--- src/rtl/assert_macros.svh ---
// Assertion macros used by the planner back end.
// Holds concurrent assertion helpers with a clock and an active-low reset.
`ifndef ASSERT_MACROS_SVH
`define ASSERT_MACROS_SVH

// assert a property on every clock edge outside reset
`define ASSERT_CLK(lbl, clk, rst_n, prop) \
    lbl: assert property (@(posedge clk) disable iff (!rst_n) (prop)) else $error("lbl");

// assert an implication on every clock edge outside reset
`define ASSERT_IMP(lbl, clk, rst_n, ante, cons) \
    lbl: assert property (@(posedge clk) disable iff (!rst_n) (ante) |-> (cons)) else $error("lbl");

`endif

--- src/rtl/srp_pkg.sv ---
// Types and constants for the stepper ramp planner.
// No dependencies.
`timescale 1ns / 1ps
package srp_pkg;
    localparam logic [2:0] ST_STARTED   = 3'd0;
    localparam logic [2:0] ST_BUSY      = 3'd1;
    localparam logic [2:0] ST_ZERO_STEP = 3'd2;
    localparam logic [2:0] ST_ZERO_PAR  = 3'd3;
    localparam logic [2:0] ST_DONE      = 3'd4;

    localparam logic [1:0] RAMP_ACCEL = 2'd0;
    localparam logic [1:0] RAMP_RUN   = 2'd1;
    localparam logic [1:0] RAMP_DECEL = 2'd2;

    localparam logic [1:0] CFG_SPEED_SCALE    = 2'd0;
    localparam logic [1:0] CFG_FIRST_DELAY_SQ = 2'd1;
    localparam logic [1:0] CFG_ALPHA_X200     = 2'd2;

    localparam logic [31:0] SINGLE_STEP_DELAY = 32'd1000;

    // classified move handed from front to back
    typedef struct packed {
        logic [2:0]  status;
        logic        full;      // needs the ramp arithmetic
        logic        dir;
        logic [32:0] step;      // magnitude, up to 2^31
        logic [15:0] accel;
        logic [15:0] decel;
        logic [15:0] speed;
        logic [15:0] cur;
    } t_job;

    typedef struct packed {
        logic [2:0]  status;
        logic        dir;
        logic [1:0]  ramp;
        logic [31:0] first;
        logic [31:0] mind;
        logic [31:0] dcount;
        logic [30:0] dstart;
        logic        acinit;
        logic [15:0] nextc;
    } t_res;
endpackage

--- src/rtl/srp_queue.sv ---
// Two-entry job queue between front and back.
// Depends on srp_pkg.
`timescale 1ns / 1ps
module srp_queue (
    input  logic          i_clk,
    input  logic          i_rst_n,
    input  logic          i_valid,
    output logic          o_ready,
    input  srp_pkg::t_job i_job,
    output logic          o_valid,
    input  logic          i_ready,
    output srp_pkg::t_job o_job
);
    srp_pkg::t_job r_mem [2];
    logic r_wp, r_rp;
    logic [1:0] r_cnt;

    assign o_ready = r_cnt != 2'd2;
    assign o_valid = r_cnt != 2'd0;
    assign o_job   = r_mem[r_rp];

    always_ff @(posedge i_clk) begin
        if (i_valid && o_ready) r_mem[r_wp] <= i_job;
    end

    always_ff @(posedge i_clk) begin
        if (!i_rst_n) begin
            r_wp <= 1'b0; r_rp <= 1'b0; r_cnt <= 2'd0;
        end else begin
            if (i_valid && o_ready) r_wp <= !r_wp;
            if (o_valid && i_ready) r_rp <= !r_rp;
            r_cnt <= r_cnt + 2'(i_valid && o_ready) - 2'(o_valid && i_ready);
        end
    end
endmodule

--- config.mk ---
export PLATFORM = sky130hd
export DESIGN_NAME = srp_queue
export DESIGN_NICKNAME = d
export VERILOG_FILES = /design/src/rtl/assert_macros.svh /design/src/rtl/srp_pkg.sv /design/src/rtl/srp_queue.sv
export SDC_FILE = /design/constraint.sdc
export NUM_CORES = 1
export LEC_CHECK = 0
export ABC_AREA = 1
export BUFFER_PORTS_ARGS = -buffer_cell sky130_fd_sc_hd__buf_2
export CAP_MARGIN = 20
export CORE_MARGIN = 10
export CORE_UTILIZATION = 30
export CTS_CLUSTER_DIAMETER = 200
export CTS_CLUSTER_SIZE = 25
export DETAILED_ROUTE_END_ITERATION = 12
export PLACE_DENSITY_LB_ADDON = 0.15
export REMOVE_ABC_BUFFERS = 1
export SLEW_MARGIN = 25
export SYNTH_ARGS = -nofsm -noshare
export SYNTH_HDL_FRONTEND = slang
export SYNTH_SLANG_ARGS = --single-unit
--- constraint.sdc ---
create_clock -name i_clk -period 7.25 [get_ports i_clk]
set_clock_uncertainty 0.05 [all_clocks]
set_input_delay 0.3625 -clock i_clk [delete_from_list [all_inputs] [get_ports i_clk]]
set_output_delay 0.3625 -clock i_clk [all_outputs]
set_load 0.02 [all_outputs]
# == Word-level counts from Yosys, hierarchy flattened ==
# Memory sizes are Yosys's and may differ from the RTL's. A register that Yosys moved wholly into a read port is not among the register bits.
# Index checks and enable logic that the tools add are counted.
# totals
ff_bits,4
memories,1
out_inout_bits,104
in_bits,106
mem_bits_rw,204
# mem_list
memory,depth,width,rd,rd_clocked_by_memory_dff,wr,line,rtl
r_mem,2,102,1,1,1,srp_queue.sv:14,srp_pkg::t_job r_mem [2];
# op_classes
add_sub_neg,2
n_reduce_logical,5
eq_ne,1
muxes,4
# ops
op,count
two-way mux 1 bit,4
adder 2 x 1 -> 2 bit,1
logical AND 1 bit,2
logical NOT 1 bit,2
"inequality test 2 bit, second input constant",1
nonzero test 2 bit,1
subtractor 2 x 1 -> 2 bit,1

# == Logic depth before layout (Yosys ltp) ==
# depth
depth_word,4
mapped_depth,11
depth_no_buf,11

# == Worst setup path after synthesis ==
# OpenSTA, ideal clock, no wires.
# synth_timing
path_type,register to register
startpoint,register r_cnt[0]
endpoint,memory r_mem[1][0] (netlist name) (enable)
synth_period_minus_slack_ns,5.635
path_slack_ns,1.615
path_buffers,0
path_stages_with_launch,5
t_arrival_ns,5.019
path_cell_list,dfxtp_1 inv_1 nand2_1 nand2_1 nor2_1
# synth_via
elab_chain_cells,4
# synth_rtl
item,line,rtl
"start, declared",srp_queue.sv:16,logic [1:0] r_cnt;
"start signal, assigned",srp_queue.sv:32,r_cnt <= r_cnt + 2'(i_valid && o_ready) - 2'(o_valid && i_ready);
inequality test 2 bit,srp_queue.sv:18,assign o_ready = r_cnt != 2'd2;
net o_ready,srp_queue.sv:8,"output logic o_ready,"
logical AND 1 bit,srp_queue.sv:23,if (i_valid && o_ready) r_mem[r_wp] <= i_job;
two-way mux 1 bit,srp_queue.sv:23,
two-way mux 1 bit (not written as such),srp_queue.sv:23,
"end, declared",srp_queue.sv:14,
# The timed path passes the listed nets, and every way through them passes these cells.

==> impl_metrics.env <==
export IMPL_layout_nets=693
export IMPL_required_ps=6840
export IMPL_critical_path_endpoint_type="output port"
export IMPL_syn2layout_area_growth_pct=24.8
export IMPL_grt_usage_pct=9.77
export IMPL_wirelength_um=17000
export IMPL_post_cts_resized=0
export IMPL_hold_path_class="primary input to register"
export IMPL_worstMarginPinSlew_ps=904
export IMPL_overflow=0
export IMPL_synth_seq_cells=209
export IMPL_synth_top_area_share_pct=77.4
export IMPL_max_slew_margin_rel_pct=39.7
export IMPL_cp_arrival_ps=2670
export IMPL_clk_pin_slew_ps=100
export IMPL_slew_viol_final=0
export IMPL_grt_pass1_vias=4381
export IMPL_post_dp_hpwl_um=11800
export IMPL_placeableCoreArea_um2=26000
export IMPL_synthFlopType="edfxtp_1"
export IMPL_cts_buffers=12
export IMPL_postCtsSetupBuffers=0
export IMPL_num_fill_cells=2431
export IMPL_start_util_pct=30.5
export IMPL_drive_gt1_share_pct=56.8
export IMPL_power_uw=3310
export IMPL_antenna_found_initial=2
export IMPL_synth_edf_count=204
export IMPL_p_leak_uw=0.00379
export IMPL_tns_ps=0
export IMPL_grt_pass1_wl_um=25600
export IMPL_p_seq_share_pct=48.7
export IMPL_synth_most_common_cell="edfxtp_1"
export IMPL_fmax_mhz=324
export IMPL_max_vdd_ir_drop_mv=0.173
export IMPL_cts_buffer_depth=3
export IMPL_final_min_clock_period_ps=3080
export IMPL_rsz0062_at_grt="no"
export IMPL_htreeDepth=1
export IMPL_synth_distinct_cells=14
export IMPL_drv_cap=0
export IMPL_clkPwrFrac_pct=21.2
export IMPL_sw_frac_of_total_pct=30.6
export IMPL_netlist_top_cells_area="edfxtp_1 77%, mux2_4 15%, mux2_2 3.1%"
export IMPL_drc=0
export IMPL_drt_iter0_markers=153
export IMPL_cts_root_buf="clkbuf_16"
export IMPL_syn_area_per_cell_um2=22.4
export IMPL_synth_common_cells="204 x edfxtp_1, 80 x mux2_4, 22 x mux2_2, 11 x nand2_1, 9 x nor2_1"
export IMPL_ys_warn_count=0
export IMPL_finalSetupViolCount=0
export IMPL_io_pin_count=210
export IMPL_dieHeight_um=182
export IMPL_grt_max_degree=71
export IMPL_die_w_um=182
export IMPL_crit_type="register to output port"
export IMPL_via_per_inst=4.25
export IMPL_first_pass_iters=4
export IMPL_combPwrFrac_pct=30.1
export IMPL_core_rowCount=59
export IMPL_power_density_nw_per_um2=335
export IMPL_routedWlPerCell_um=18.4
export IMPL_clk_latency_ps=460
export IMPL_p_int_uw=2300
export IMPL_status="complete, no violations"
export IMPL_clock_sinks=209
export IMPL_finalHoldViolations=0
export IMPL_path_max_fanout=58
export IMPL_cts_tree="yes"
export IMPL_vias=3925
export IMPL_ys_seq_area_share_pct=78.7
export IMPL_postRouteAntennaNets=0
export IMPL_cp_start_kind="register"
export IMPL_fin_crit_sh_pct=42.5
export IMPL_syn_area_um2=7920
export IMPL_switching_power_uw=1010
export IMPL_numPortBuffers=209
export IMPL_synthArstFlopShare_pct=0
export IMPL_synthCells=353
export IMPL_gp_congestion=0.710
export IMPL_synth_top_area_cell="edfxtp_1"
export IMPL_die_area_um2=33300
## cells by family after synthesis
logic type	after synthesis	share of synthesized area, %
and+or+nand+nor	21	1.01
adders and majority gates	1	0.158
xor gates and xnor gates	1	0.111
DFF	209	78.7
muxes	102	18.3
AOI/OAI and AO/OA	1	0.0632
buffers and inverters	18	1.69
## repair_timing
item	4_1_cts	5_1_grt
endpoints found under the setup margin	0	0
hold buffers	13	2
endpoints found under the hold margin	25	4
## per-layer routing
layer	wire, µm	GRT usage (%)	vias up	share of wire (%)
met5	7	0	-	0.041
met4	336	2.34	2	2.0
met3	1360	3.42	22	8.0
met2	8350	16.7	132	49
met1	6960	11.5	1937	41
li1	-	-	1832	-
## power groups by stage
| stage | clock network (µW) | logic [µW] | registers, µW |
|---|---|---|---|
| floorplan | 0 | 701 | 1680 |
| global placement | 0 | 1010 | 1640 |
| detailed placement | 0 | 1010 | 1650 |
| CTS | 743 | 1020 | 1620 |
| global route | 782 | 1080 | 1630 |
| finish | 701 | 995 | 1610 |
## per-stage QoR
step | setup slack [ps] | hold slack (ps) | utilization [%] | area, µm² | cells
after floorplan | 1620 | 406 | - | 7810 | 342
after global placement | 4300 | 435 | 35.9 | 9320 | 890
after detailed placement | 4220 | 430 | 35.9 | 9320 | 890
after CTS | 3770 | 0.0300 | 37.7 | 9800 | 919
after global routing | 3980 | 1.08 | 38.0 | 9880 | 923
final | 4170 | 26.3 | 38.0 | 9880 | 924
## worst max-delay path: stages (launching register included)
cell and delay (ps):
dfxtp_4 880, buf_6 640, mux2_2 420, buf_2 160
## cell type report
type | count | area, µm² | share of cell area [%]
clock buffers | 15 | 333 | 3.37
flip-flops and latches | 209 | 6230 | 63.0
repair buffers | 230 | 1280 | 13.0
clock inverters | 1 | 16.3 | 0.165
inverters | 7 | 26.3 | 0.266
diodes | 1 | 2.50 | 0.0253
well taps | 335 | 419 | 4.24
multi-input cells | 126 | 1570 | 15.9
## layout by cell type, fill, tap and decap left out, types with 3 or more instances in the layout
cell type,synthesis,final
dlygate4sd3_1,0,15
buf_4,1,3
nor2_1,9,7
dfxtp_1,5,4
mux2_4,80,80
buf_2,2,209
clkbuf_16,0,13
mux2_2,22,22
inv_1,7,7
edfxtp_1,204,204
nand2_1,11,11
## path summary, 6_finish.rpt
check | end | slack (ps) | depth (start not counted) | start
min | r_mem[0][59] | 30 | 1 | i_job[59]
max | o_job[4] | 4170 | 3 | register
min reg2reg | register | 460 | 2 | r_rp
max reg2reg | r_mem[0][77] | 4610 | 6 | r_cnt[0]
## sequential cells by signal, summed over array words and instances (netlist names), named ones only
name,count
r_cnt,2
r_rp,1
r_mem,204
r_wp,1
Power figures use the tool's default switching activity.
