--- src/rtl/assert_macros.svh ---
// Assertion macros used by the planner back end.
// Holds concurrent assertion helpers with a clock and an active-low reset.
`ifndef ASSERT_MACROS_SVH
`define ASSERT_MACROS_SVH

// assert a property on every clock edge outside reset
`define ASSERT_CLK(lbl, clk, rst_n, prop) \
    lbl: assert property (@(posedge clk) disable iff (!rst_n) (prop)) else $error("lbl");

// assert an implication on every clock edge outside reset
`define ASSERT_IMP(lbl, clk, rst_n, ante, cons) \
    lbl: assert property (@(posedge clk) disable iff (!rst_n) (ante) |-> (cons)) else $error("lbl");

`endif

--- src/rtl/srp_pkg.sv ---
// Types and constants for the stepper ramp planner.
// No dependencies.
`timescale 1ns / 1ps
package srp_pkg;
    localparam logic [2:0] ST_STARTED   = 3'd0;
    localparam logic [2:0] ST_BUSY      = 3'd1;
    localparam logic [2:0] ST_ZERO_STEP = 3'd2;
    localparam logic [2:0] ST_ZERO_PAR  = 3'd3;
    localparam logic [2:0] ST_DONE      = 3'd4;

    localparam logic [1:0] RAMP_ACCEL = 2'd0;
    localparam logic [1:0] RAMP_RUN   = 2'd1;
    localparam logic [1:0] RAMP_DECEL = 2'd2;

    localparam logic [1:0] CFG_SPEED_SCALE    = 2'd0;
    localparam logic [1:0] CFG_FIRST_DELAY_SQ = 2'd1;
    localparam logic [1:0] CFG_ALPHA_X200     = 2'd2;

    localparam logic [31:0] SINGLE_STEP_DELAY = 32'd1000;

    // classified move handed from front to back
    typedef struct packed {
        logic [2:0]  status;
        logic        full;      // needs the ramp arithmetic
        logic        dir;
        logic [32:0] step;      // magnitude, up to 2^31
        logic [15:0] accel;
        logic [15:0] decel;
        logic [15:0] speed;
        logic [15:0] cur;
    } t_job;

    typedef struct packed {
        logic [2:0]  status;
        logic        dir;
        logic [1:0]  ramp;
        logic [31:0] first;
        logic [31:0] mind;
        logic [31:0] dcount;
        logic [30:0] dstart;
        logic        acinit;
        logic [15:0] nextc;
    } t_res;
endpackage

--- src/rtl/srp_front.sv ---
// Front end: accepts items, tracks busy motors and classifies moves.
// Depends on srp_pkg.
`timescale 1ns / 1ps
module srp_front #(
    parameter int MOTOR_COUNT = 16
) (
    input  logic            i_clk,
    input  logic            i_rst_n,
    input  logic            i_valid,
    output logic            o_ready,
    input  logic            i_op,
    input  logic [3:0]      i_motor,
    input  logic [31:0]     i_steps,
    input  logic [15:0]     i_accel,
    input  logic [15:0]     i_decel,
    input  logic [15:0]     i_speed,
    input  logic [15:0]     i_cur,
    output logic            o_valid,
    input  logic            i_ready,
    output srp_pkg::t_job   o_job
);
    logic [MOTOR_COUNT-1:0] r_busy, n_busy;
    logic [6:0] w_m;
    logic       w_inr;
    logic       w_busy;
    logic [32:0] w_step;
    srp_pkg::t_job w_job;

    assign o_ready = !o_valid || i_ready;
    assign w_m     = {3'b000, i_motor};
    assign w_inr   = w_m < 7'(MOTOR_COUNT);
    assign w_busy  = w_inr && r_busy[i_motor];
    assign w_step  = i_steps[31] ? (33'd0 - {i_steps[31], i_steps}) : {1'b0, i_steps};

    always_comb begin
        n_busy = r_busy;
        w_job = '0;
        w_job.step  = w_step;
        w_job.accel = i_accel;
        w_job.decel = i_decel;
        w_job.speed = i_speed;
        w_job.cur   = i_cur;
        w_job.dir   = !i_steps[31];
        if (i_op) begin
            w_job.status = srp_pkg::ST_DONE;
            if (w_inr) begin
                n_busy[i_motor] = 1'b0;
            end
        end else if (!w_inr || w_busy) begin
            w_job.status = srp_pkg::ST_BUSY;
        end else if (w_step == '0) begin
            w_job.status = srp_pkg::ST_ZERO_STEP;
        end else if (i_accel == '0 || i_decel == '0 || i_speed == '0) begin
            w_job.status = srp_pkg::ST_ZERO_PAR;
        end else begin
            w_job.status = srp_pkg::ST_STARTED;
            w_job.full   = 1'b1;
            n_busy[i_motor] = 1'b1;
        end
    end

    always_ff @(posedge i_clk) begin
        if (!i_rst_n) begin
            r_busy  <= '0;
            o_valid <= 1'b0;
        end else if (i_valid && o_ready) begin
            r_busy  <= n_busy;
            o_valid <= 1'b1;
        end else if (i_ready) begin
            o_valid <= 1'b0;
        end
    end

    always_ff @(posedge i_clk) begin
        if (i_valid && o_ready) begin
            o_job <= w_job;
        end
    end
endmodule

--- config.mk ---
export PLATFORM = sky130hd
export DESIGN_NAME = srp_front
export DESIGN_NICKNAME = d
export VERILOG_FILES = /design/src/rtl/assert_macros.svh /design/src/rtl/srp_pkg.sv /design/src/rtl/srp_front.sv
export SDC_FILE = /design/constraint.sdc
export NUM_CORES = 1
export LEC_CHECK = 0
export BUFFER_PORTS_ARGS = -buffer_cell sky130_fd_sc_hd__buf_2
export CAP_MARGIN = 10
export CORE_UTILIZATION = 50
export CTS_BUF_LIST = sky130_fd_sc_hd__clkbuf_2
export DETAILED_ROUTE_END_ITERATION = 7
export PLACE_DENSITY = 0.9
export SETUP_SLACK_MARGIN = 0.1
export SYNTH_ARGS = -nofsm -noshare
export SYNTH_HDL_FRONTEND = slang
export SYNTH_SLANG_ARGS = --single-unit
--- constraint.sdc ---
create_clock -name i_clk -period 3.4 [get_ports i_clk]
set_input_delay 0.34 -clock i_clk [delete_from_list [all_inputs] [get_ports i_clk]]
set_output_delay 0.34 -clock i_clk [all_outputs]
set_load 0.05 [all_outputs]
==> Word-level counts from Yosys, hierarchy flattened <==
Cells that the tools add are included.
{ "word_totals": {"in_bits": 105, "regBits": 119} }
{ "classes": {"order_cmp": 3, "mux": 16, "reduce_logical": 18, "eq_ne": 4, "add_sub_neg": 1, "n_bitwise": 3} }
{ "op_table": {"columns": ["cell", "count"], "rows": [
  ["$mux W16", 5],
  ["$logic_not A16 Y1", 3],
  ["$logic_not A33 Y1", 1],
  ["$mux W33", 1],
  ["$sub A1 B32 Y33 const A", 1],
  ["$and A16 B16 Y16", 1],
  ["$not A16 Y16", 1],
  ["$or A16 B16 Y16", 1],
  ["$lt A4 B5 Y1 const B", 2],
  ["$mux W1", 6],
  ["$ne A2 B2 Y1 const B", 3],
  ["$reduce_and A5 Y1", 1],
  ["$bmux W1 S4", 1],
  ["$demux W1 S4", 1],
  ["$ge A4 B1 Y1 const B", 1],
  ["$logic_or A1 B1 Y1", 4],
  ["$mux W2", 2],
  ["$logic_and A1 B1 Y1", 3],
  ["$logic_not A1 Y1", 3],
  ["$reduce_or A3 Y1", 1],
  ["$ne A2 B1 Y1 const B", 1],
  ["$reduce_bool A2 Y1", 1],
  ["$reduce_or A2 Y1", 1]
]} }

==> Longest topological paths before layout <==
Gate-level depths: netlist of the first run.
{ "depth": {"depth_word": 9, "mapped_depth": 10} }

==> Worst setup path before layout of the first run <==
Ideal clock, no wire load.
{ "synth_timing": {"path_kind": "flip-flop to flip-flop", "startpoint": "register o_valid", "endpoint": "register o_job[0] (netlist name), enable pin", "required_ps": 2945, "stages_incl_launch_ff": 4, "path_slack_ps": -242, "setup_time_ps": 455, "arrival_time_ps": 3187, "path_cell_list": "dfxtp_1 nand2b_1 nand2_1 inv_1"} }
{ "synth_between": {"elab_chain_cells": 3} }
{ "synth_lines": {"columns": ["item", "line_no", "rtl"], "rows": [
  ["start: declaration", "srp_front.sv:18", "output logic o_valid,"],
  ["start signal: assignment", "srp_front.sv:65", "o_valid <= 1'b0;"],
  ["start signal: assignment", "srp_front.sv:68", "o_valid <= 1'b1;"],
  ["start signal: assignment", "srp_front.sv:70", "o_valid <= 1'b0;"],
  ["$logic_not A1 Y1", "srp_front.sv:29", "assign o_ready = !o_valid || i_ready;"],
  ["$logic_or A1 B1 Y1", "srp_front.sv:29", null],
  ["net o_ready", "srp_front.sv:10", "output logic o_ready,"],
  ["$logic_and A1 B1 Y1", "srp_front.sv:75", "if (i_valid && o_ready) begin"],
  ["end signal: assignment", "srp_front.sv:76", "o_job <= w_job;"],
  ["end: declaration", "srp_front.sv:20", "output srp_pkg::t_job o_job"]
]} }
The timed path passes the listed nets, and every way through them passes these cells.
A chain may end at the register's enable or synchronous reset.

==> Flow_metrics.wiki, run 1 <==
{| class="wikitable"
! Metric !! Value
|-
| Hold endpoint || o_job[91]
|-
| Wire length reported by the detailed router || 16.4 mm
|-
| Maximum operating frequency || 312 MHz
|-
| Unrepaired setup endpoints after global routing || false
|-
| Overall power || 3.46 mW
|-
| Number of synthesized register bits || 119
|-
| TritonCTS clock tree || built
|-
| Outcome || finished, final reports clean
|-
| Remaining antenna violation count after routing || 0
|-
| Synthesized Nets || 531
|-
| Commonest register cell after synthesis || sky130_fd_sc_hd__edfxtp_1
|-
| Area overhead of the layout relative to synthesis || 42.4%
|-
| DP Cell Count || 763
|-
| Grt total ovfl || 0
|-
| Drt pass-1 iters || 5
|-
| Number of endpoints with negative hold slack in the final report || 0
|-
| Number of synthesized flops with an enable pin || 102
|-
| Period utilization || 0.944
|-
| Worst hold path startpoint || i_steps[27]
|-
| Share of layout cells above drive strength 1 || 0.381
|-
| Pin count of the biggest net entering global routing || 58
|-
| Final routed wire length divided by cell count || 18.8 um
|-
| Number of cells on the worst hold path || 2
|-
| Number of buffers on the longest clock path || 2
|-
| Worst reg-to-reg path cell count || 5
|-
| Peak VDD IR || 0.261 mV
|-
| Max layer used || met4
|-
| Initial detailed-routing violation count || 385
|-
| Number of ports placed on the die boundary || 209
|-
| Actual transition at the worst max-transition pin || 604 ps
|-
| Clock edge transition at the registers on the reported setup and hold paths || 180 ps
|-
| Total DRC errors in the routed layout || 0
|-
| Sequential cell area || 3400 um^2
|-
| Total CTS buffers || 17
|-
| Setup TNS || 0 ps
|-
| Fraction of the yosys area taken by sequential cells || 0.628
|-
| Post-synthesis instance area || 5420 um^2
|-
| Worst-skew pair later-pin latency || 650 ps
|-
| Multi-input gate area in the final layout || 1860 um^2
|-
| Number of max-slew violations in the final report || 0
|-
| Class of the tightest hold or removal check || in -> reg
|-
| Final critical path time including I/O delays and setup || 3210 ps
|-
| Commonest cells after routing, fill and taps aside || sky130_fd_sc_hd__buf_2 (208), sky130_fd_sc_hd__edfxtp_1 (102), sky130_fd_sc_hd__dlygate4sd3_1 (76), sky130_fd_sc_hd__o21ai_0 (32), sky130_fd_sc_hd__xnor2_1 (28)
|-
| Number of inserted filler cells in the final layout || 686
|-
| Number of synthesis warnings || 0
|-
| Row Count || 37
|-
| Number of global-route vias before repair || 4,817
|-
| Number of maximum-capacitance violations || 0
|-
| Global Route Usage Sum || 0.301
|-
| RePlAce Congestion || 0.930
|-
| Met2 WL post-DR || 8.61 mm
|-
| Worst Skew || 44.2 ps
|-
| Finished layout cell area || 7720 um^2
|-
| Startpoint-to-endpoint class of the critical path || in -> reg
|-
| Worst path required time || 3910 ps
|-
| Total via count in the routed design || 4,901
|-
| Root buf cell || sky130_fd_sc_hd__clkbuf_2
|-
| Met1 Routed Length || 6.18 mm
|-
| Most common cell after layout, fill and taps aside || sky130_fd_sc_hd__buf_2
|-
| Static leakage || 3.02 nW
|-
| Die footprint || 11,300 um^2
|-
| Chip Width || 106 um
|-
| Number of antenna cells inserted || 0
|-
| Routed wire length on met3 || 1.14 mm
|-
| Share of async-settable or async-resettable flops after synthesis || 0
|-
| Gate Count Post-Synth || 425
|-
| Global-route wire length before repair || 25.6 mm
|-
| Non-filler instance count after layout || 874
|-
| P per Cell Area || 449 nW/um^2
|-
| Maximum fanout encountered on the critical timing path || 6
|-
| Vertical die dimension || 106 um
|-
| Per-instance average area after synthesis || 12.8 um^2
|-
| Unique masters post-synth || 57
|-
| Final setup violating endpoints || 0
|-
| Layout net count || 831
|-
| H-tree lvl count || 4
|-
| Setup slack of the worst register-to-register path || 1060 ps
|-
| Number of antenna violations at the first check in global routing || 0
|-
| Clock Sink Count || 119
|-
| Starting Density || 0.520
|-
| Crit end category || flip-flop
|-
| Startpoint type of the worst setup path || input pin
|-
| Core region area || 10,400 um^2
|-
| Worst max-slew margin expressed relative to the limit || 0.593
|-
| Number of buffers inserted by port buffering || 208
|-
| Crit path arrival time || 3720 ps
|-
| Area post-placement || 6660 um^2
|-
| Hpwl dp || 11.0 mm
|-
| Vias/cell || 5.61
|}
layout make-up:
type                    instances  area share
clock inverters                15      0.0248
well taps                     136      0.0220
flip-flops and latches        119       0.441
clock buffers                  17      0.0110
repair buffers                297       0.248
inverters                      25      0.0126
multi-input cells             265       0.241
how the worst max path moves through the flow:
stage	from	end
after floorplan	i_steps[17]	o_job[100]
after global placement	i_steps[15]	o_job[99]
after detailed placement	i_steps[0]	flip-flop
after CTS	i_steps[0]	flip-flop
after global routing	i_steps[0]	o_job[99]
final	i_steps[0]	flip-flop
worst max-delay path, stage by stage:
cell                            delay, ps
sky130_fd_sc_hd__dlygate4sd3_1        530
sky130_fd_sc_hd__buf_2                150
sky130_fd_sc_hd__inv_1                 60
sky130_fd_sc_hd__ha_1                 200
sky130_fd_sc_hd__or4b_4               520
sky130_fd_sc_hd__o41ai_2              340
sky130_fd_sc_hd__xnor2_1              150
sky130_fd_sc_hd__a211o_1              290
sky130_fd_sc_hd__nor4_1               360
sky130_fd_sc_hd__buf_4                190
sky130_fd_sc_hd__nand4_4              150
sky130_fd_sc_hd__o211ai_4             320
sky130_fd_sc_hd__a211oi_2             110
Yosys cell counts, drive strengths merged, types with 2 or more instances:
| cell | count | area, um^2 |
|---|---|---|
| inv | 25 | 93.8 |
| and2 | 2 | 12.5 |
| buf | 4 | 26.3 |
| o21a | 2 | 15.0 |
| nand2 | 21 | 78.8 |
| or4 | 3 | 26.3 |
| xnor2 | 28 | 245 |
| mux4 | 5 | 113 |
| nor2 | 25 | 93.8 |
| a211o | 2 | 17.5 |
| or4b | 3 | 37.5 |
| nand3b | 2 | 15.0 |
| o31ai | 5 | 37.5 |
| o211ai | 2 | 28.8 |
| nor4 | 21 | 131 |
| mux2i | 5 | 50.1 |
| o21ai | 36 | 191 |
| nand4b | 3 | 41.3 |
| nor3 | 15 | 80.1 |
| o41ai | 5 | 51.3 |
| or3 | 10 | 62.6 |
| nor4b | 3 | 32.5 |
| a211oi | 15 | 133 |
| a21oi | 5 | 25.0 |
| a31oi | 2 | 18.8 |
| clkbuf | 12 | 45.0 |
| nand2b | 10 | 62.6 |
| nor2b | 3 | 18.8 |
| edfxtp | 102 | 3060 |
| a32oi | 3 | 26.3 |
| nand3 | 11 | 55.1 |
| dfxtp | 17 | 340 |
| nand4 | 6 | 52.6 |
per-layer routing:
layer,vias to the layer above,GRT usage
met4,0,0.133
met3,42,0.0521
met5,-,0
met2,288,0.541
met1,2330,0.352
li1,2241,-
logic make-up after synthesis:
| group | share of synthesized area |
|---|---|
| flops | 0.628 |
| other cells | 0.000692 |
| compound gates | 0.110 |
| buf+inv | 0.0305 |
| xor+xnor | 0.0469 |
| mux | 0.0321 |
| simple gates | 0.150 |
| fa+ha+maj | 0.00231 |
through the flow:
step	hold WS, ps	setup WS [ps]	utilization
final	96.3	190	0.741
after global routing	26.7	105	0.741
after CTS	0.166	269	0.738
after detailed placement	456	91.4	0.639
after global placement	452	200	0.639
after floorplan	435	268	-
repair_timing:
action / CTS / global route
gates resized for setup: 0 / 2
endpoints found under the setup margin: 0 / 5
buffers inserted: 0 / 3
hold buffers: 76 / 0
endpoints found under the hold margin: 79 / 0
power by group:
part,internal (mW),switching [mW]
sequential,1.69,0.0297
combinational,0.223,0.509
clock,0.430,0.586
total,2.34,1.12
Power figures use the tool's default switching activity.
==> run 2: changes to the inputs <==
CORE_UTILIZATION = 46   (was 50)
PLACE_DENSITY = 0.88   (was 0.9)
clock period = 2.9 ns   (was 3.4 ns; I/O delays follow)
==> Flow_metrics.wiki, run 2 (same netlist as run 1, synthesis figures left out) <==
{| class="wikitable"
! Metric !! Value
|-
| Row Count || 39
|-
| Commonest cells after routing, fill and taps aside || sky130_fd_sc_hd__buf_2 (208), sky130_fd_sc_hd__edfxtp_1 (102), sky130_fd_sc_hd__dlygate4sd3_1 (95), sky130_fd_sc_hd__buf_4 (33), sky130_fd_sc_hd__o21ai_0 (32)
|-
| Wire length reported by the detailed router || 17.5 mm
|-
| Number of buffers on the longest clock path || 2
|-
| Worst Skew || 26.0 ps
|-
| Met1 Routed Length || 6.42 mm
|-
| Most common cell after layout, fill and taps aside || sky130_fd_sc_hd__buf_2
|-
| Non-filler instance count after layout || 921
|-
| Crit-path leading delay family || compound AO/OA/AOI/OAI gates
|-
| Global Route Usage Sum || 0.292
|-
| DP Cell Count || 793
|-
| Worst-skew pair later-pin latency || 710 ps
|-
| P per Cell Area || 511 nW/um^2
|-
| Maximum fanout encountered on the critical timing path || 6
|-
| Total DRC errors in the routed layout || 0
|-
| Maximum operating frequency || 375 MHz
|-
| Number of ports placed on the die boundary || 209
|-
| Pin count of the biggest net entering global routing || 63
|-
| Initial detailed-routing violation count || 453
|-
| Met2 WL post-DR || 9.11 mm
|-
| Global-route wire length before repair || 27.4 mm
|-
| TritonCTS clock tree || built
|-
| Cell type of the slowest stage on the worst timing path || sky130_fd_sc_hd__dlygate4sd3_1
|-
| Layout net count || 870
|-
| Clock Sink Count || 119
|-
| Max layer used || met4
|-
| Vias/cell || 5.57
|-
| Unrepaired setup endpoints after global routing || false
|-
| Total via count in the routed design || 5,132
|-
| Number of global-route vias before repair || 5,109
|-
| Overall power || 4.13 mW
|-
| Period utilization || 0.920
|-
| Die footprint || 12,200 um^2
|-
| Critical Path Max Stage Delay || 540 ps
|-
| Hpwl dp || 11.3 mm
|-
| Number of max-slew violations in the final report || 0
|-
| Core region area || 11,500 um^2
|-
| Actual transition at the worst max-transition pin || 789 ps
|-
| Root buf cell || sky130_fd_sc_hd__clkbuf_2
|-
| Startpoint-to-endpoint class of the critical path || in -> reg
|-
| Area post-placement || 6840 um^2
|-
| Number of buffers inserted by port buffering || 208
|-
| Setup slack of the worst register-to-register path || 630 ps
|-
| Finished layout cell area || 8080 um^2
|-
| Number of maximum-capacitance violations || 0
|-
| Area overhead of the layout relative to synthesis || 49.1%
|-
| Number of antenna violations at the first check in global routing || 1
|-
| Buffers & Inverters on Critical Path || 3
|-
| Grt total ovfl || 0
|-
| Routed wire length on met3 || 1.24 mm
|-
| Final critical path time including I/O delays and setup || 2670 ps
|-
| Chip Width || 111 um
|-
| Outcome || finished, final reports clean
|-
| Number of post-CTS setup repair buffers || 0
|-
| Static leakage || 3.20 nW
|-
| H-tree lvl count || 4
|-
| Crit path arrival time || 3270 ps
|-
| Number of inserted filler cells in the final layout || 777
|-
| Final setup violating endpoints || 0
|-
| List of cells traversed by the critical path || dlygate4sd3_1, buf_2, or4b_4, o41ai_2, xnor2_1, a211o_1, nor4_2, buf_4, nand4_4, o211ai_4, a211oi_2
|-
| Peak VDD IR || 0.399 mV
|-
| Worst max-slew margin expressed relative to the limit || 0.474
|-
| RePlAce Congestion || 0.918
|-
| Number of endpoints with negative hold slack in the final report || 0
|-
| Pre-CTS setup slack || -272 ps
|-
| Share of layout cells above drive strength 1 || 0.393
|-
| Starting Density || 0.473
|-
| Crit end category || flip-flop
|-
| Startpoint type of the worst setup path || input pin
|-
| Drt pass-1 iters || 5
|-
| Remaining antenna violation count after routing || 0
|-
| Vertical die dimension || 111 um
|-
| Worst Setup Slack, final || 232 ps
|-
| Worst path required time || 3500 ps
|-
| Class of the tightest hold or removal check || in -> reg
|-
| Clock edge transition at the registers on the reported setup and hold paths || 190 ps
|-
| Final routed wire length divided by cell count || 19.0 um
|-
| Total CTS buffers || 17
|}
-- run 2: cell count changes in the layout (fill, tap and decap cells not counted), sizes merged --
cell,previous run,this run
inv,31,30
buf,221,241
clkinv,3,4
dlygate4sd3,76,95
diode,0,1
-- run 2: per-layer routing --
metal,track usage,up-vias
met5,0,-
met4,0.138,0
met3,0.0724,57
met2,0.516,311
met1,0.330,2440
li1,-,2324
-- run 2: worst register-to-register path, delay by kind of cell, from the launching register on --
kind / cells / cell delay [ps]
AOI/OAI and AO/OA: 2 / 420
DFF: 1 / 380
muxes: 2 / 1030
and+or+nand+nor: 1 / 360
-- run 2: final timing paths --
| path | start | endpoint | cells past startpoint |
|---|---|---|---|
| hold / removal | i_steps[2] | o_job[66] | 3 |
| setup reg to reg | flip-flop | flip-flop | 5 |
| hold reg to reg | flip-flop | flip-flop | 2 |
| setup / recovery | i_steps[4] | flip-flop | 11 |
-- run 2: layout make-up --
type                       count  area [um^2]  area share
timing repair buffer         336         2240       0.277
clock inverter                15          191      0.0237
clock buffer                  17         85.1      0.0105
sequential                   119         3410       0.421
inverter                      25         97.6      0.0121
antenna                        1         2.50    0.000310
tap                          143          179      0.0221
multi-input combinational    265         1880       0.233
-- run 2: report_power, final --
part / total (mW) / switching, mW / internal [mW]
logic: 0.903 / 0.609 / 0.294
registers: 2.01 / 0.0337 / 1.98
clock network: 1.22 / 0.713 / 0.503
-- run 2: repair_timing --
action                                  CTS  global route
hold buffers                             95             0
hold endpoints to repair                111             0
endpoints found under the setup margin    0            19
gates resized for setup                   0             3
-- run 2: per-stage QoR --
stage / hold WS (ps) / setup TNS [ps] / utilization
5_1_grt: 4.88 / 0 / 0.705
4_1_cts: 2.16 / 0 / 0.703
3_3_place_gp: 455 / -2900 / 0.596
3_5_place_dp: 463 / -4640 / 0.596
2_1_floorplan: 389 / -2040 / -
6_report: 45.6 / 0 / 0.705
==> run 3: changes to the inputs <==
ABC_AREA = 1   (was not set)
PLACE_DENSITY = 0.87   (was 0.88)
==> Flow_metrics.wiki, run 3 <==
{| class="wikitable"
! Metric !! Value
|-
| Outcome || finished, final reports clean
|-
| Dominant cells by area after synthesis || sky130_fd_sc_hd__edfxtp_1 (54%), sky130_fd_sc_hd__nand2_1 (9.2%), sky130_fd_sc_hd__dfxtp_1 (6.0%)
|-
| Commonest cells after routing, fill and taps aside || sky130_fd_sc_hd__buf_2 (208), sky130_fd_sc_hd__nand2_1 (138), sky130_fd_sc_hd__edfxtp_1 (102), sky130_fd_sc_hd__dlygate4sd3_1 (93), sky130_fd_sc_hd__nor2_1 (79)
|-
| Pre-CTS setup slack || 512 ps
|-
| Worst path required time || 3470 ps
|-
| Final setup violating endpoints || 0
|-
| Share of async-settable or async-resettable flops after synthesis || 0
|-
| Switching Share || 0.341
|-
| Number of buffers inserted by port buffering || 208
|-
| Wire length reported by the detailed router || 16.3 mm
|-
| Remaining antenna violation count after routing || 0
|-
| Most numerous cell in the Yosys netlist || sky130_fd_sc_hd__nand2_1
|-
| Root buf cell || sky130_fd_sc_hd__clkbuf_2
|-
| Worst-skew pair later-pin latency || 670 ps
|-
| Grt total ovfl || 0
|-
| Synthesized Nets || 684
|-
| Total via count in the routed design || 5,384
|-
| Vias/cell || 5.13
|-
| Number of max-slew violations in the final report || 0
|-
| Startpoint-to-endpoint class of the critical path || in -> reg
|-
| Core region area || 12,000 um^2
|-
| Starting Density || 0.471
|-
| Actual transition at the worst max-transition pin || 679 ps
|-
| Cell type with the highest occurrence count on the critical path || sky130_fd_sc_hd__nand2_1
|-
| Startpoint type of the worst setup path || input pin
|-
| P per Cell Area || 485 nW/um^2
|-
| Number of synthesized flops with an enable pin || 102
|-
| TritonCTS clock tree || built
|-
| P_int || 2.55 mW
|-
| Unique masters post-synth || 33
|-
| Number of buffers on the longest clock path || 2
|-
| Cells resized by post-CTS repair || 0
|-
| Number of global-route vias before repair || 5,055
|-
| Crit end category || flip-flop
|-
| Worst Skew || 27.2 ps
|-
| Pin count of the biggest net entering global routing || 135
|-
| Crit path arrival time || 2870 ps
|-
| Chip Width || 113 um
|-
| Synth top area share || 0.543
|-
| Post-synthesis instance area || 5640 um^2
|-
| Final critical path time including I/O delays and setup || 2300 ps
|-
| Critical Path Max Stage Delay || 540 ps
|-
| Share of power burned in the clock network || 0.254
|-
| Initial detailed-routing violation count || 480
|-
| Class of the tightest hold or removal check || in -> reg
|-
| Most common cell after layout, fill and taps aside || sky130_fd_sc_hd__buf_2
|-
| Per-instance average area after synthesis || 9.76 um^2
|-
| Final routed wire length divided by cell count || 15.6 um
|-
| Drt pass-1 iters || 6
|-
| Maximum fanout encountered on the critical timing path || 16
|-
| Die footprint || 12,700 um^2
|-
| Row Count || 40
|-
| Total DRC errors in the routed layout || 0
|-
| Number of maximum-capacitance violations || 0
|-
| Total CTS buffers || 17
|-
| Peak VDD IR || 0.193 mV
|-
| Clock edge transition at the registers on the reported setup and hold paths || 180 ps
|-
| Worst max-slew margin expressed relative to the limit || 0.547
|-
| Unrepaired setup endpoints after global routing || false
|-
| Maximum operating frequency || 434 MHz
|-
| RePlAce Congestion || 0.893
|-
| List of cells traversed by the critical path || dlygate4sd3_1, buf_2, inv_1, ha_1, nand2_2, nand2_1, nand2_1, xor2_1, nand3_1, nor2_1, nand2_1, nor2_2, nand3_2, nand3_2, nand2_4, nand3_1, a21oi_1
|-
| Combinational share of power || 0.228
|-
| Fraction of the yosys area taken by sequential cells || 0.604
|-
| Worst Setup Slack, final || 597 ps
|-
| Area overhead of the layout relative to synthesis || 41.3%
|-
| Setup TNS || 0 ps
|-
| Final Hold Slack || 69.9 ps
|-
| Power share of the sequential group || 0.518
|-
| Period utilization || 0.794
|-
| Cell type of the slowest stage on the worst timing path || sky130_fd_sc_hd__dlygate4sd3_1
|-
| Post-synth top area cell || sky130_fd_sc_hd__edfxtp_1
|-
| Number of synthesized register bits || 119
|-
| Number of antenna violations at the first check in global routing || 0
|-
| Hpwl dp || 10.2 mm
|-
| Gate Count Post-Synth || 578
|-
| Number of endpoints with negative hold slack in the final report || 0
|-
| Commonest register cell after synthesis || sky130_fd_sc_hd__edfxtp_1
|-
| Global-route wire length before repair || 25.0 mm
|-
| Number of synthesis warnings || 0
|-
| Number of ports placed on the die boundary || 209
|-
| Share of layout cells above drive strength 1 || 0.332
|-
| Clock Sink Count || 119
|-
| H-tree lvl count || 4
|-
| Crit-path leading delay family || simple AND/OR/NAND/NOR gates
|-
| Global Route Usage Sum || 0.257
|-
| Number of antenna cells inserted || 0
|-
| Layout net count || 996
|-
| Buffers & Inverters on Critical Path || 3
|-
| Static leakage || 3.53 nW
|-
| Synth top cells by count || sky130_fd_sc_hd__nand2_1 (138), sky130_fd_sc_hd__edfxtp_1 (102), sky130_fd_sc_hd__nor2_1 (79)
|-
| Vertical die dimension || 113 um
|-
| Net switching power of the design || 1.32 mW
|}
[run 3: cell types whose count changed in the layout (fill, tap and decap cells not counted), sizes merged, moves of 28 or more]
cell,before,now
nor2,25,89
nand2,21,156
inv,30,73
xnor2,28,0
nand3,11,45
buf,241,212
[run 3: cell type report]
type,instances,area [um^2]
clock buffer,18,90.1
clock inverter,14,126
fill,871,3990
inverter,70,263
multi-input combinational,377,1890
sequential,119,3400
tap,147,184
timing repair buffer,305,2010
[run 3: final timing paths]
kind                from         to  slack [ps]  cells after the start
max           i_steps[0]  flip-flop         600                     17
min          i_steps[30]  o_job[94]          70                      3
max reg2reg    flip-flop  flip-flop        1170                      9
min reg2reg    flip-flop  flip-flop         470                      2
[run 3: tightest hold or removal path, delay by kind of cell]
| family | cells | cell delay, ps |
|---|---|---|
| simple gates | 2 | 220 |
| buf+inv | 1 | 90 |
[run 3: cell families (layout without fill, tap and decap cells)]
logic type | after synthesis | in the layout | synth area share
AO/OA/AOI/OAI | 41 | 41 | 0.0457
XOR/XNOR | 2 | 2 | 0.00311
adder cells (fa/ha/maj) | 1 | 1 | 0.00222
flip-flops | 119 | 119 | 0.604
AND/OR/NAND/NOR | 332 | 332 | 0.281
other | 1 | 1 | 0.000665
buffers and inverters | 82 | 407 | 0.0637
[run 3: layer usage]
metal  vias to the layer above  GRT usage  part of all wire
met4                         0      0.136             0.039
met5                         -          0                 0
met2                       284      0.453              0.50
met3                        49     0.0536             0.079
li1                       2584          -                 -
met1                      2467      0.294              0.38
[run 3: through the flow]
step | std cells | utilization | cell area [um^2] | total power [mW]
after floorplan | 578 | - | 5640 | 2.57
after global placement | 925 | 0.570 | 6820 | 2.79
after detailed placement | 925 | 0.570 | 6820 | 2.80
after CTS | 1050 | 0.666 | 7970 | 3.86
after global routing | 1050 | 0.666 | 7970 | 4.02
final | 1050 | 0.666 | 7970 | 3.87
[run 3: power groups by stage]
stage          combinational (mW)  sequential (mW)  clock (mW)
2_1_floorplan               0.210             2.36           0
3_3_place_gp                0.755             2.04           0
3_5_place_dp                0.764             2.04           0
4_1_cts                     0.863             2.00       0.996
5_1_grt                     0.929             2.01        1.08
6_report                    0.881             2.00       0.983
[run 3: timing repair]
action,in CTS,in global routing
hold buffers,93,0
endpoints found under the hold margin,107,0
setup buffers,0,0
